--- config.mk ---
export PLATFORM = sky130hd
export DESIGN_NAME = lsle_isqrt
export DESIGN_NICKNAME = d
export VERILOG_FILES = /design/src/rtl/lsle_pkg.sv /design/src/rtl/lsle_isqrt.sv
export SDC_FILE = /design/constraint.sdc
export NUM_CORES = 1
export LEC_CHECK = 0
export ABC_CLOCK_PERIOD_IN_PS = 8400
export BUFFER_PORTS_ARGS = -buffer_cell sky130_fd_sc_hd__buf_4
export CAP_MARGIN = 20
export CORE_MARGIN = 2
export CORE_UTILIZATION = 52
export DETAILED_ROUTE_END_ITERATION = 8
export PLACE_DENSITY_LB_ADDON = 0.1
export SYNTH_ARGS = -nofsm -noshare
export SYNTH_HDL_FRONTEND = slang
export SYNTH_SLANG_ARGS = --single-unit
export TNS_END_PERCENT = 5
--- constraint.sdc ---
create_clock -name clk -period 8.4 [get_ports clk]
set_clock_uncertainty 0.1 [all_clocks]
set_input_delay 0.42 -clock clk [delete_from_list [all_inputs] [get_ports clk]]
set_output_delay 0.42 -clock clk [all_outputs]
set_load 0.1 [all_outputs]
--- src/rtl/lsle_pkg.sv ---
// Shared types, constants and tables for the laser scan landmark extractor.
// No dependencies; every other file in rtl/ imports this package.
`timescale 1ns / 1ps

package lsle_pkg;

    localparam int MAX_RAYS     = 1024;
    localparam int CLUSTER_GAP  = 102;
    localparam int MIN_RANGE    = 102;
    localparam int MIN_POINTS   = 2;
    localparam int CORDIC_STEPS = 16;

    localparam int RAY_W = $clog2(MAX_RAYS);
    localparam int CNT_W = $clog2(MAX_RAYS + 1);
    localparam int CW    = 36;   // cordic x/y width
    localparam int ZW    = 34;   // cordic angle width, pi = 2^31
    localparam int SUM_W = 34;
    localparam int RAD_W = 44;

    localparam logic [16:0] CORDIC_GAIN = 17'd39797;
    localparam logic signed [CW-1:0] CRD_HALF = CW'(32768);
    localparam logic signed [ZW-1:0] Z_HALF   = ZW'(32768);
    localparam logic signed [ZW-1:0] Z_PI     = {2'b00, 1'b1, 31'b0};
    localparam logic [50:0] GAP_SQ = 51'(CLUSTER_GAP * CLUSTER_GAP);

    // register indexes
    localparam logic [2:0] REG_RANGE_LO = 3'd0;
    localparam logic [2:0] REG_RANGE_HI = 3'd1;
    localparam logic [2:0] REG_START    = 3'd2;
    localparam logic [2:0] REG_STEP     = 3'd3;
    localparam logic [2:0] REG_COS      = 3'd4;
    localparam logic [2:0] REG_SIN      = 3'd5;
    localparam logic [2:0] REG_OFS_X    = 3'd6;
    localparam logic [2:0] REG_OFS_Y    = 3'd7;

    typedef struct packed {
        logic [15:0] range_sample;
        logic        last_ray;
    } in_item_t;

    typedef struct packed {
        logic               landmark_valid;
        logic signed [23:0] centroid_x;
        logic signed [23:0] centroid_y;
        logic [23:0]        landmark_range;
        logic signed [15:0] landmark_bearing;
        logic [10:0]        point_count;
        logic               scan_end;
    } out_item_t;

    typedef struct packed {
        logic                 vld;
        logic                 vect;   // 1: vectoring, 0: rotation
        logic signed [CW-1:0] x;
        logic signed [CW-1:0] y;
        logic signed [ZW-1:0] z;
    } cordic_bus_t;

    function automatic logic signed [ZW-1:0] atan_val(input logic [4:0] i);
        logic signed [ZW-1:0] v;
        case (i)
            5'd0:  v = ZW'(32'h20000000);
            5'd1:  v = ZW'(32'h12E4051E);
            5'd2:  v = ZW'(32'h09FB385B);
            5'd3:  v = ZW'(32'h051111D4);
            5'd4:  v = ZW'(32'h028B0D43);
            5'd5:  v = ZW'(32'h0145D7E1);
            5'd6:  v = ZW'(32'h00A2F61E);
            5'd7:  v = ZW'(32'h00517C55);
            5'd8:  v = ZW'(32'h0028BE53);
            5'd9:  v = ZW'(32'h00145F2F);
            5'd10: v = ZW'(32'h000A2F98);
            5'd11: v = ZW'(32'h000517CC);
            5'd12: v = ZW'(32'h00028BE6);
            5'd13: v = ZW'(32'h000145F3);
            5'd14: v = ZW'(32'h0000A2FA);
            5'd15: v = ZW'(32'h0000517D);
            5'd16: v = ZW'(32'h000028BE);
            5'd17: v = ZW'(32'h0000145F);
            5'd18: v = ZW'(32'h00000A30);
            5'd19: v = ZW'(32'h00000518);
            5'd20: v = ZW'(32'h0000028C);
            5'd21: v = ZW'(32'h00000146);
            5'd22: v = ZW'(32'h000000A3);
            5'd23: v = ZW'(32'h00000051);
            default: v = '0;
        endcase
        return v;
    endfunction

endpackage

--- src/rtl/lsle_isqrt.sv ---
// Digit-by-digit integer square root, two radicand bits per cycle, rounded.
// Depends on lsle_pkg (widths).
`timescale 1ns / 1ps

module lsle_isqrt
    import lsle_pkg::*;
(
    input  logic             clk,
    input  logic             rst_n,
    input  logic             start,
    input  logic [RAD_W-1:0] rad,
    output logic             done,
    output logic [23:0]      root
);

    logic [RAD_W-1:0] v_reg;
    logic [RAD_W-1:0] r_reg;
    logic [RAD_W-1:0] bit_reg;
    logic             busy_reg;
    logic             done_reg;
    logic [RAD_W-1:0] trial;

    assign trial = r_reg + bit_reg;

    always_ff @(posedge clk or negedge rst_n)
    begin
        if (!rst_n)
        begin
            busy_reg <= 1'b0;
            done_reg <= 1'b0;
        end
        else if (start)
        begin
            busy_reg <= 1'b1;
            done_reg <= 1'b0;
        end
        else if (busy_reg && bit_reg == '0)
        begin
            busy_reg <= 1'b0;
            done_reg <= 1'b1;
        end
    end

    always_ff @(posedge clk)
    begin
        if (start)
        begin
            v_reg   <= rad;
            r_reg   <= '0;
            bit_reg <= RAD_W'(1) << (RAD_W - 2);
        end
        else if (busy_reg && bit_reg != '0)
        begin
            if (v_reg >= trial)
            begin
                v_reg <= v_reg - trial;
                r_reg <= (r_reg >> 1) + bit_reg;
            end
            else
            begin
                r_reg <= r_reg >> 1;
            end
            bit_reg <= bit_reg >> 2;
        end
    end

    // remainder above the root means the true root is past the half point
    assign done = done_reg;
    assign root = (v_reg > r_reg) ? 24'(r_reg + 1'b1) : 24'(r_reg);

endmodule
==> impl_metrics.ini <==
[route]
drt_iter0_markers = 954
vias = 10800
drc_errors = 0
ant_nets = 0
wirelength_mm = 33.2
via_per_inst = 6.16
firstDrtPassIters = 5
wl_per_cell_um = 19.0

[synth]
synth_cell_types = 92
yosys_warnings = 0
syn_area_um2 = 11400
synthFlopType = dfxtp_1
synth_edf_count = 44
synthArstFlopShare = 0.0179
synthCells = 1450
synth.top_cells.by_area = ha_1 (15%), dfxtp_1 (12%), edfxtp_1 (12%), xnor2_1 (7.6%), nand2_1 (6.3%)
seq_area_frac_synth = 0.236
avgSynthCellArea_um2 = 7.86
synth_top_area_cell = ha_1
synthesis.nets = 1633
ys_ff_latch = 112
synth.top_cell.area_share = 0.148

[floorplanning]
die_w_um = 152
core_area_um2 = 21700
num_io_pins = 72
start_util = 0.526
die_h_um = 152
rows = 54
dieArea_um2 = 23100

[place]
hpwl_mm = 25.6
io_buffers = 71
place_congestion = 0.948
dpl_cell_area_um2 = 12000
placed_cells = 1736

[timing]
rsz0062_at_grt = false
clock.fmax_mhz = 171
slew_headroom = 0.405
hold_violations = 0
tightest_slew_ns = 0.892
final_max_slew_viol_count = 0
period_minus_slack_ns = 5.85
setup_viol = 0
finalCritPeriodShare = 0.696
setup_tns_ns = 0

[layout]
register_area_um2 = 2690
fill_cells = 2107
final_cell_mix = nand2_1 (190), ha_1 (135), o21ai_0 (121)
final_cell_count_no_fill = 1753
multi_input_area_um2 = 8120
fin_util = 0.566
diodes = 0
syn2layout_area_growth_pct = 7.59
final_common_cell = nand2_1
drive_gt1_frac = 0.0991
finalNetCount = 1651
fin_area_um2 = 12300

[clock_tree]
clock_path_buffers = 2
cts_tree = yes
numCtsBuffers = 9
cts_sinks = 112
worstSkewPairLatency_ns = 0.37
h-tree-depth = 3
root_buffer = clkbuf_16
cts.clk_slew.worst_paths_ns = 0.08

[outcome]
status = complete, no violations

[setup_path]
cp_data_arrival_time_ns = 5.80
critPathMaxFanout = 50
endpoint_kind = register
startpoint_type = register
cp.required_ns = 8.35
worstSetupPathType = register to register

[global_routing]
gr-usage-all-layers = 0.284
grt_pass1_vias = 9723
grt_max_degree = 84
grt_overflow = 0
antenna_found_initial = 0
grt_pass1_wl_mm = 53.2

[pwr]
ir_drop_mv = 0.318
finalPower_mw = 5.37
p_per_area_nw_per_um2 = 437
p_leak_nw = 4.64

[worst_hold_path]
hp-class = primary input to register

[flow_run]
maxCapViolations = 0
## routing by layer
layer  GRT usage  share of wire
met5           0              0
met2       0.402           0.41
met3      0.0297          0.070
met1       0.458           0.51
met4      0.0592          0.013
## where the power goes
part	switching, mW	internal [mW]	leakage (nW)
logic	2.46	1.37	3.49
clock network	0.225	0.207	0.141
registers	0.273	0.835	1.01
## kinds of logic after synthesis
kind of cell | after synthesis | synth area share
adders and majority gates | 136 | 0.150
DFF | 112 | 0.236
buffers and inverters | 135 | 0.0537
xor gates and xnor gates | 126 | 0.0968
and+or+nand+nor | 459 | 0.186
AOI/OAI and AO/OA | 474 | 0.271
muxes | 8 | 0.00713
## critical path, cell delays in order, from the launching register on
cell and delay (ns):
dfxtp_1 0.43, ha_1 0.40, a31oi_1 0.16, o311ai_0 0.41, a21boi_0 0.15, o21a_1 0.16
o21a_1 0.25, o31ai_2 0.33, a31oi_1 0.18, nor2_1 0.15, xnor2_1 0.16, ha_1 0.34
and3_1 0.22, a311o_1 0.40, o21bai_4 0.20, a2111oi_4 0.40, o21a_4 0.62, o21ai_4 0.07
buf_4 0.33
## layout make-up
cell class                      count  share of cell area
Timing Repair Buffer               78              0.0479
Sequential cell                   112               0.219
Tap cell                          280              0.0286
Inverter                           64              0.0196
Clock buffer                       10              0.0187
Clock inverter                      6             0.00418
Multi-Input combinational cell   1203               0.662
## repair_timing
action                    4_1_cts  5_1_grt
buffers inserted                0        0
hold endpoints to repair        2        0
resized for setup               0        0
hold buffers                    1        0
## synthesized netlist by cell type (6+ instances only)
master    count
o21ai_0     122
nor2_1      115
dfxtp_1      66
nor2b_1      10
buf_4         6
and3_1        9
o21a_1       14
xor2_1       27
a31o_2        6
buf_2        15
a21o_1       38
xnor2_1      99
nor3_1       19
edfxtp_1     44
clkbuf_1     35
mux2i_1       7
o22ai_1       9
a221oi_2      7
a211oi_2      6
ha_1        135
inv_1        62
nand3_1      29
a31oi_1      47
nand4_1      40
a21oi_2       6
nor4_1       13
o21ai_1      20
nand2_1     190
o211ai_1      7
a21oi_1     120
o21bai_1     10
a211oi_1     12
## path summary, 6_finish.rpt
path / from / to / slack (ns) / cells past startpoint
setup / recovery: r_reg[16]$_SDFFE_PP0P_ / v_reg[41]$_DFFE_PP_ / 2.55 / 18
hold reg to reg: done$_DFFE_PN0P_ / done$_DFFE_PN0P_ / 0.41 / 2
min in group asynchronous: rst_n / done$_DFFE_PN0P_ / 0.27 / 2
max in group asynchronous: rst_n / busy_reg$_DFFE_PN0P_ / 7.85 / 2
hold / removal: rad[11] / v_reg[11]$_DFFE_PP_ / 0.23 / 3
setup reg to reg: r_reg[16]$_SDFFE_PP0P_ / v_reg[41]$_DFFE_PP_ / 2.55 / 18
## through the flow
| step | hold WS, ns | setup WS (ns) |
|---|---|---|
| after floorplan | 0.0244 | 0.666 |
| after global placement | 0.103 | 2.86 |
| after detailed placement | 0.103 | 2.70 |
| after CTS | 0.216 | 2.63 |
| after global routing | 0.238 | 2.19 |
| final | 0.227 | 2.55 |
(Power assumes the default switching activity.)
