### src/rtl/lsle_pkg.sv
// Shared types, constants and tables for the laser scan landmark extractor.
// No dependencies; every other file in rtl/ imports this package.
`timescale 1ns / 1ps

package lsle_pkg;

    localparam int MAX_RAYS     = 1024;
    localparam int CLUSTER_GAP  = 102;
    localparam int MIN_RANGE    = 102;
    localparam int MIN_POINTS   = 2;
    localparam int CORDIC_STEPS = 16;

    localparam int RAY_W = $clog2(MAX_RAYS);
    localparam int CNT_W = $clog2(MAX_RAYS + 1);
    localparam int CW    = 36;   // cordic x/y width
    localparam int ZW    = 34;   // cordic angle width, pi = 2^31
    localparam int SUM_W = 34;
    localparam int RAD_W = 44;

    localparam logic [16:0] CORDIC_GAIN = 17'd39797;
    localparam logic signed [CW-1:0] CRD_HALF = CW'(32768);
    localparam logic signed [ZW-1:0] Z_HALF   = ZW'(32768);
    localparam logic signed [ZW-1:0] Z_PI     = {2'b00, 1'b1, 31'b0};
    localparam logic [50:0] GAP_SQ = 51'(CLUSTER_GAP * CLUSTER_GAP);

    // register indexes
    localparam logic [2:0] REG_RANGE_LO = 3'd0;
    localparam logic [2:0] REG_RANGE_HI = 3'd1;
    localparam logic [2:0] REG_START    = 3'd2;
    localparam logic [2:0] REG_STEP     = 3'd3;
    localparam logic [2:0] REG_COS      = 3'd4;
    localparam logic [2:0] REG_SIN      = 3'd5;
    localparam logic [2:0] REG_OFS_X    = 3'd6;
    localparam logic [2:0] REG_OFS_Y    = 3'd7;

    typedef struct packed {
        logic [15:0] range_sample;
        logic        last_ray;
    } in_item_t;

    typedef struct packed {
        logic               landmark_valid;
        logic signed [23:0] centroid_x;
        logic signed [23:0] centroid_y;
        logic [23:0]        landmark_range;
        logic signed [15:0] landmark_bearing;
        logic [10:0]        point_count;
        logic               scan_end;
    } out_item_t;

    typedef struct packed {
        logic                 vld;
        logic                 vect;   // 1: vectoring, 0: rotation
        logic signed [CW-1:0] x;
        logic signed [CW-1:0] y;
        logic signed [ZW-1:0] z;
    } cordic_bus_t;

    function automatic logic signed [ZW-1:0] atan_val(input logic [4:0] i);
        logic signed [ZW-1:0] v;
        case (i)
            5'd0:  v = ZW'(32'h20000000);
            5'd1:  v = ZW'(32'h12E4051E);
            5'd2:  v = ZW'(32'h09FB385B);
            5'd3:  v = ZW'(32'h051111D4);
            5'd4:  v = ZW'(32'h028B0D43);
            5'd5:  v = ZW'(32'h0145D7E1);
            5'd6:  v = ZW'(32'h00A2F61E);
            5'd7:  v = ZW'(32'h00517C55);
            5'd8:  v = ZW'(32'h0028BE53);
            5'd9:  v = ZW'(32'h00145F2F);
            5'd10: v = ZW'(32'h000A2F98);
            5'd11: v = ZW'(32'h000517CC);
            5'd12: v = ZW'(32'h00028BE6);
            5'd13: v = ZW'(32'h000145F3);
            5'd14: v = ZW'(32'h0000A2FA);
            5'd15: v = ZW'(32'h0000517D);
            5'd16: v = ZW'(32'h000028BE);
            5'd17: v = ZW'(32'h0000145F);
            5'd18: v = ZW'(32'h00000A30);
            5'd19: v = ZW'(32'h00000518);
            5'd20: v = ZW'(32'h0000028C);
            5'd21: v = ZW'(32'h00000146);
            5'd22: v = ZW'(32'h000000A3);
            5'd23: v = ZW'(32'h00000051);
            default: v = '0;
        endcase
        return v;
    endfunction

endpackage

### src/rtl/lsle_divider.sv
// Restoring divider, one quotient bit per cycle, round half away from zero.
// Depends on lsle_pkg (widths).
`timescale 1ns / 1ps

module lsle_divider
    import lsle_pkg::*;
(
    input  logic                    clk,
    input  logic                    rst_n,
    input  logic                    start,
    input  logic signed [SUM_W-1:0] num,
    input  logic [CNT_W-1:0]        den,
    output logic                    done,
    output logic signed [SUM_W-1:0] quot
);

    localparam int DVD_W = SUM_W + 1;
    localparam int CTR_W = $clog2(DVD_W + 1);

    logic [DVD_W-1:0] dvd_reg;
    logic [CNT_W-1:0] rem_reg;
    logic [CTR_W-1:0] cnt_reg;
    logic             busy_reg;
    logic             done_reg;
    logic             neg_reg;
    logic [SUM_W-1:0] mag;
    logic [CNT_W:0]   trial;
    logic             fits;

    assign mag   = num[SUM_W-1] ? SUM_W'(-num) : SUM_W'(num);
    assign trial = {rem_reg, dvd_reg[DVD_W-1]};
    assign fits  = trial >= {1'b0, den};

    always_ff @(posedge clk or negedge rst_n)
    begin
        if (!rst_n)
        begin
            busy_reg <= 1'b0;
            done_reg <= 1'b0;
            cnt_reg  <= '0;
        end
        else if (start)
        begin
            busy_reg <= 1'b1;
            done_reg <= 1'b0;
            cnt_reg  <= CTR_W'(DVD_W);
        end
        else if (busy_reg)
        begin
            cnt_reg <= cnt_reg - 1'b1;
            if (cnt_reg == CTR_W'(1))
            begin
                busy_reg <= 1'b0;
                done_reg <= 1'b1;
            end
        end
    end

    always_ff @(posedge clk)
    begin
        if (start)
        begin
            // bias by half the divisor so truncation rounds to nearest
            dvd_reg <= DVD_W'(mag) + DVD_W'(den >> 1);
            rem_reg <= '0;
            neg_reg <= num[SUM_W-1];
        end
        else if (busy_reg)
        begin
            rem_reg <= fits ? CNT_W'(trial - {1'b0, den}) : trial[CNT_W-1:0];
            dvd_reg <= {dvd_reg[DVD_W-2:0], fits};
        end
    end

    assign done = done_reg;
    assign quot = neg_reg ? -$signed(dvd_reg[SUM_W-1:0]) : $signed(dvd_reg[SUM_W-1:0]);

endmodule

### config.mk
export PLATFORM = sky130hd
export DESIGN_NAME = lsle_divider
export DESIGN_NICKNAME = d
export VERILOG_FILES = /design/src/rtl/lsle_pkg.sv /design/src/rtl/lsle_divider.sv
export SDC_FILE = /design/constraint.sdc
export NUM_CORES = 1
export LEC_CHECK = 0
export BUFFER_PORTS_ARGS = -buffer_cell sky130_fd_sc_hd__buf_4
export CAP_MARGIN = 20
export CORE_AREA = 3 3 107 109
export DETAILED_ROUTE_END_ITERATION = 8
export DIE_AREA = 0 0 110 112
export PLACE_DENSITY = 0.81
export SKIP_LAST_GASP = 1
export SLEW_MARGIN = 40
export SYNTH_ARGS = -nofsm -noshare
export SYNTH_HDL_FRONTEND = slang
export SYNTH_SLANG_ARGS = --single-unit
### constraint.sdc
create_clock -name clk -period 2.5 [get_ports clk]
set_input_delay 0 -clock clk [delete_from_list [all_inputs] [get_ports clk]]
set_output_delay 0 -clock clk [all_outputs]
set_load 0.1 [all_outputs]
==> flow_summary_export.csv <==
group,metric,value,unit
status,outcome,"finished, violations left",
status,violations,"setup timing",
floorplan,num_rows,38,
yosys,synthFlopType,"edfxtp_1",
critical_path,arrival,2.81,ns
critical_path,crit_type,"reg2out",
routing,vias,6276,
critical_path,reg2reg_from,"dvd_reg[34]$_DFFE_PP_",
sta,slew_viol_final,0,
sta,relSlewSlack,51.5,%
critical_path,r2r_slack,-0.10,ns
routing,drc,0,
critical_path,required,2.50,ns
cells_and_area,antenna_cells,0,
sta,setup_ws,-0.307,ns
sta,tightest_slew,0.728,ns
global_routing,grt_pass1_wl,30000,um
routing,drt-initial-drc-count,600,
clocking,clkLatencyLatePin,0.33,ns
sta,fin_setup_tns,-5.78,ns
global_routing,grt_max_degree,36,
floorplan,boundaryPins,83,
clocking,cts_htree_levels,2,
yosys,yosys_warnings,0,
yosys,syn_area_per_cell,8.81,sq um
job,maxCapViolations,0,
place,io_buffers,82,
global_routing,antenna_found_initial,1,
place,gp_congestion,0.924,
sta,hold-worst-slack,0.0102,ns
pwr,total_power,6.27,mW
critical_path,r2r_end,"rem_reg[1]$_SDFFE_PP0P_",
yosys,yosys.area.top_type,"edfxtp_1",
cells_and_area,fillers,565,
yosys,synthCells,627,
yosys,yosysUniqueCellTypes,71,
sta,finalSetupViolations,39,
yosys,synth_edf_count,36,
sta,clock.fmax,356,MHz
yosys,netlist_area,5530,sq um
clocking,root_buffer,"clkbuf_8",
critical_path,r2r.worst_path.cells,13,
sta,rsz0062_at_grt,"true",
yosys,yosys.area.top_type_share,19.6,%
pwr,p_per_area,711,nW/um^2
sta,layout_min_cycle_time,2.81,ns
hold_path,hold_class,"in2async",
cells_and_area,largest_reg_flops,35,
sta,finalCritPeriodShare,112,%
pwr,leakage,3.81,nW
cells_and_area,post-route-util,82.4,%
floorplan,die_y,112,um
sta,hold_violations,0,
floorplan,chipWidth,110,um
routing,wl_per_cell,21.1,um
sta,fin_skew,0.00985,ns
cells_and_area,drive_gt1_share,50.2,%
floorplan,die_area,12300,sq um
clocking,clock_path_buffers,2,
global_routing,grt_overflow,0,
routing,viasPerCell,6.22,
yosys,seq_area_frac_synth,27.2,%
yosys,syn-num-nets,702,
routing,drtAntennaViolNets,0,
cells_and_area,area_delta_synth_final,59.5,%
routing,firstDrtPassIters,5,
critical_path,worstSetupEndpointType,"output port",
clocking,cts_inserted_buffers,5,
place,post-dp-hpwl,13600,um
clocking,path_clk_slew,0.12,ns
yosys,ys_top_cells_by_area,"edfxtp_1 20%, xnor2_1 10%, ha_1 5.7%",
routing,drt_wl_total,21300,um
clocking,numClockSinks,55,
yosys,ys_async_sr_fraction,14.5,%
floorplan,start_util,51.6,%
clocking,cts_tree,"yes",
pwr,ir_worst_vdd,1060,uV
floorplan,coreArea,10700,sq um
critical_path,cp-start-kind,"flip-flop",
critical_path,crit_path_max_fanout,4,
cells_and_area,layout_common_cells,"221 x buf_4, 55 x nor2_1, 43 x nand2_1, 40 x xnor2_1, 36 x edfxtp_1",
cells_and_area,final_common_cell,"buf_4",
global_routing,grtUsageTotal,30.4,%
yosys,ys_ff_latch,55,
cells_and_area,final_nets,943,
global_routing,grt_pass1_vias,5968,
repair_timing:
item | CTS | global route
buffers inserted | 25 | 23
cloned | 1 | 0
setup endpoints to repair | 55 | 55
hold buffers | 2 | 0
hold endpoints to repair | 19 | 0
resized for setup | 125 | 75
pin swaps | 53 | 40
critical path: stages (launching register included):
cell	delay (ns)
edfxtp_1	0.45
inv_2	0.11
ha_2	0.20
nand3b_1	0.14
or2_2	0.35
nand2b_4	0.19
buf_4	0.14
o41ai_2	0.33
buf_4	0.19
xnor2_2	0.13
buf_8	0.23
synth_stat cells (8+ instances only):
| library cell | number |
|---|---|
| xnor2_1 | 66 |
| nand2_1 | 58 |
| nor2_1 | 57 |
| edfxtp_1 | 36 |
| o21ai_0 | 34 |
| inv_1 | 29 |
| ha_1 | 25 |
| xor2_1 | 25 |
| nor3_1 | 23 |
| mux2_2 | 19 |
| clkbuf_1 | 16 |
| o31ai_1 | 14 |
| nand4_1 | 13 |
| nor4_1 | 12 |
| a211oi_1 | 11 |
| a21oi_1 | 11 |
| dfxtp_1 | 11 |
| nor2b_1 | 11 |
| o41ai_1 | 11 |
| or4_1 | 11 |
| nand3_1 | 9 |
| dfrtp_1 | 8 |
stage by stage:
step	std cells	setup WS, ns	area (sq um)
after floorplan	627	-0.476	5840
after global placement	958	-0.581	7520
after detailed placement	958	-0.698	7520
after CTS	990	-0.214	8300
after global routing	1009	-0.445	8810
final	1009	-0.307	8810
routing by layer:
metal	GRT usage, %	routed length (um)	up-vias
met2	50.9	10500	354
met5	0	13	-
li1	-	-	2816
met4	8.06	914	2
met3	3.36	1480	84
met1	41.6	8330	3020
where the power goes:
part / switching (mW) / total (mW) / internal (mW)
registers: 0.227 / 1.42 / 1.20
logic: 2.65 / 4.29 / 1.64
clock network: 0.345 / 0.554 / 0.209
total: 3.22 / 6.27 / 3.05
worst max-delay path by stage:
| stage | startpoint | end | slack [ns] | cells after the start |
|---|---|---|---|---|
| after floorplan | num[2] | dvd_reg[28]$_DFFE_PP_ | -0.48 | 15 |
| after global placement | num[1] | dvd_reg[26]$_DFFE_PP_ | -0.58 | 13 |
| after detailed placement | num[2] | dvd_reg[33]$_DFFE_PP_ | -0.70 | 14 |
| after CTS | dvd_reg[10]$_DFFE_PP_ | quot[27] | -0.21 | 8 |
| after global routing | num[2] | dvd_reg[31]$_DFFE_PP_ | -0.45 | 14 |
| final | dvd_reg[0]$_DFFE_PP_ | quot[32] | -0.31 | 10 |
cell families (layout without fill, tap and decap cells):
logic type / count (synthesis) / in the layout / synth area share (%)
simple gates: 236 / 236 / 23.8
compound gates: 136 / 136 / 18.6
flops: 55 / 55 / 27.2
mux: 26 / 26 / 5.14
fa+ha+maj: 27 / 27 / 6.39
buf+inv: 54 / 296 / 3.92
xor+xnor: 93 / 93 / 15.0
cell type report:
cell class	instances	area, sq um	area share (%)
Clock inverter	3	27.5	0.312
Multi-Input combinational cell	518	4760	54.0
Clock buffer	5	68.8	0.781
Sequential cell	55	1500	17.0
Timing Repair Buffer	258	2160	24.6
Inverter	30	113	1.28
Tap cell	140	175	1.99
No activity file was read; power rests on OpenSTA's default activity.
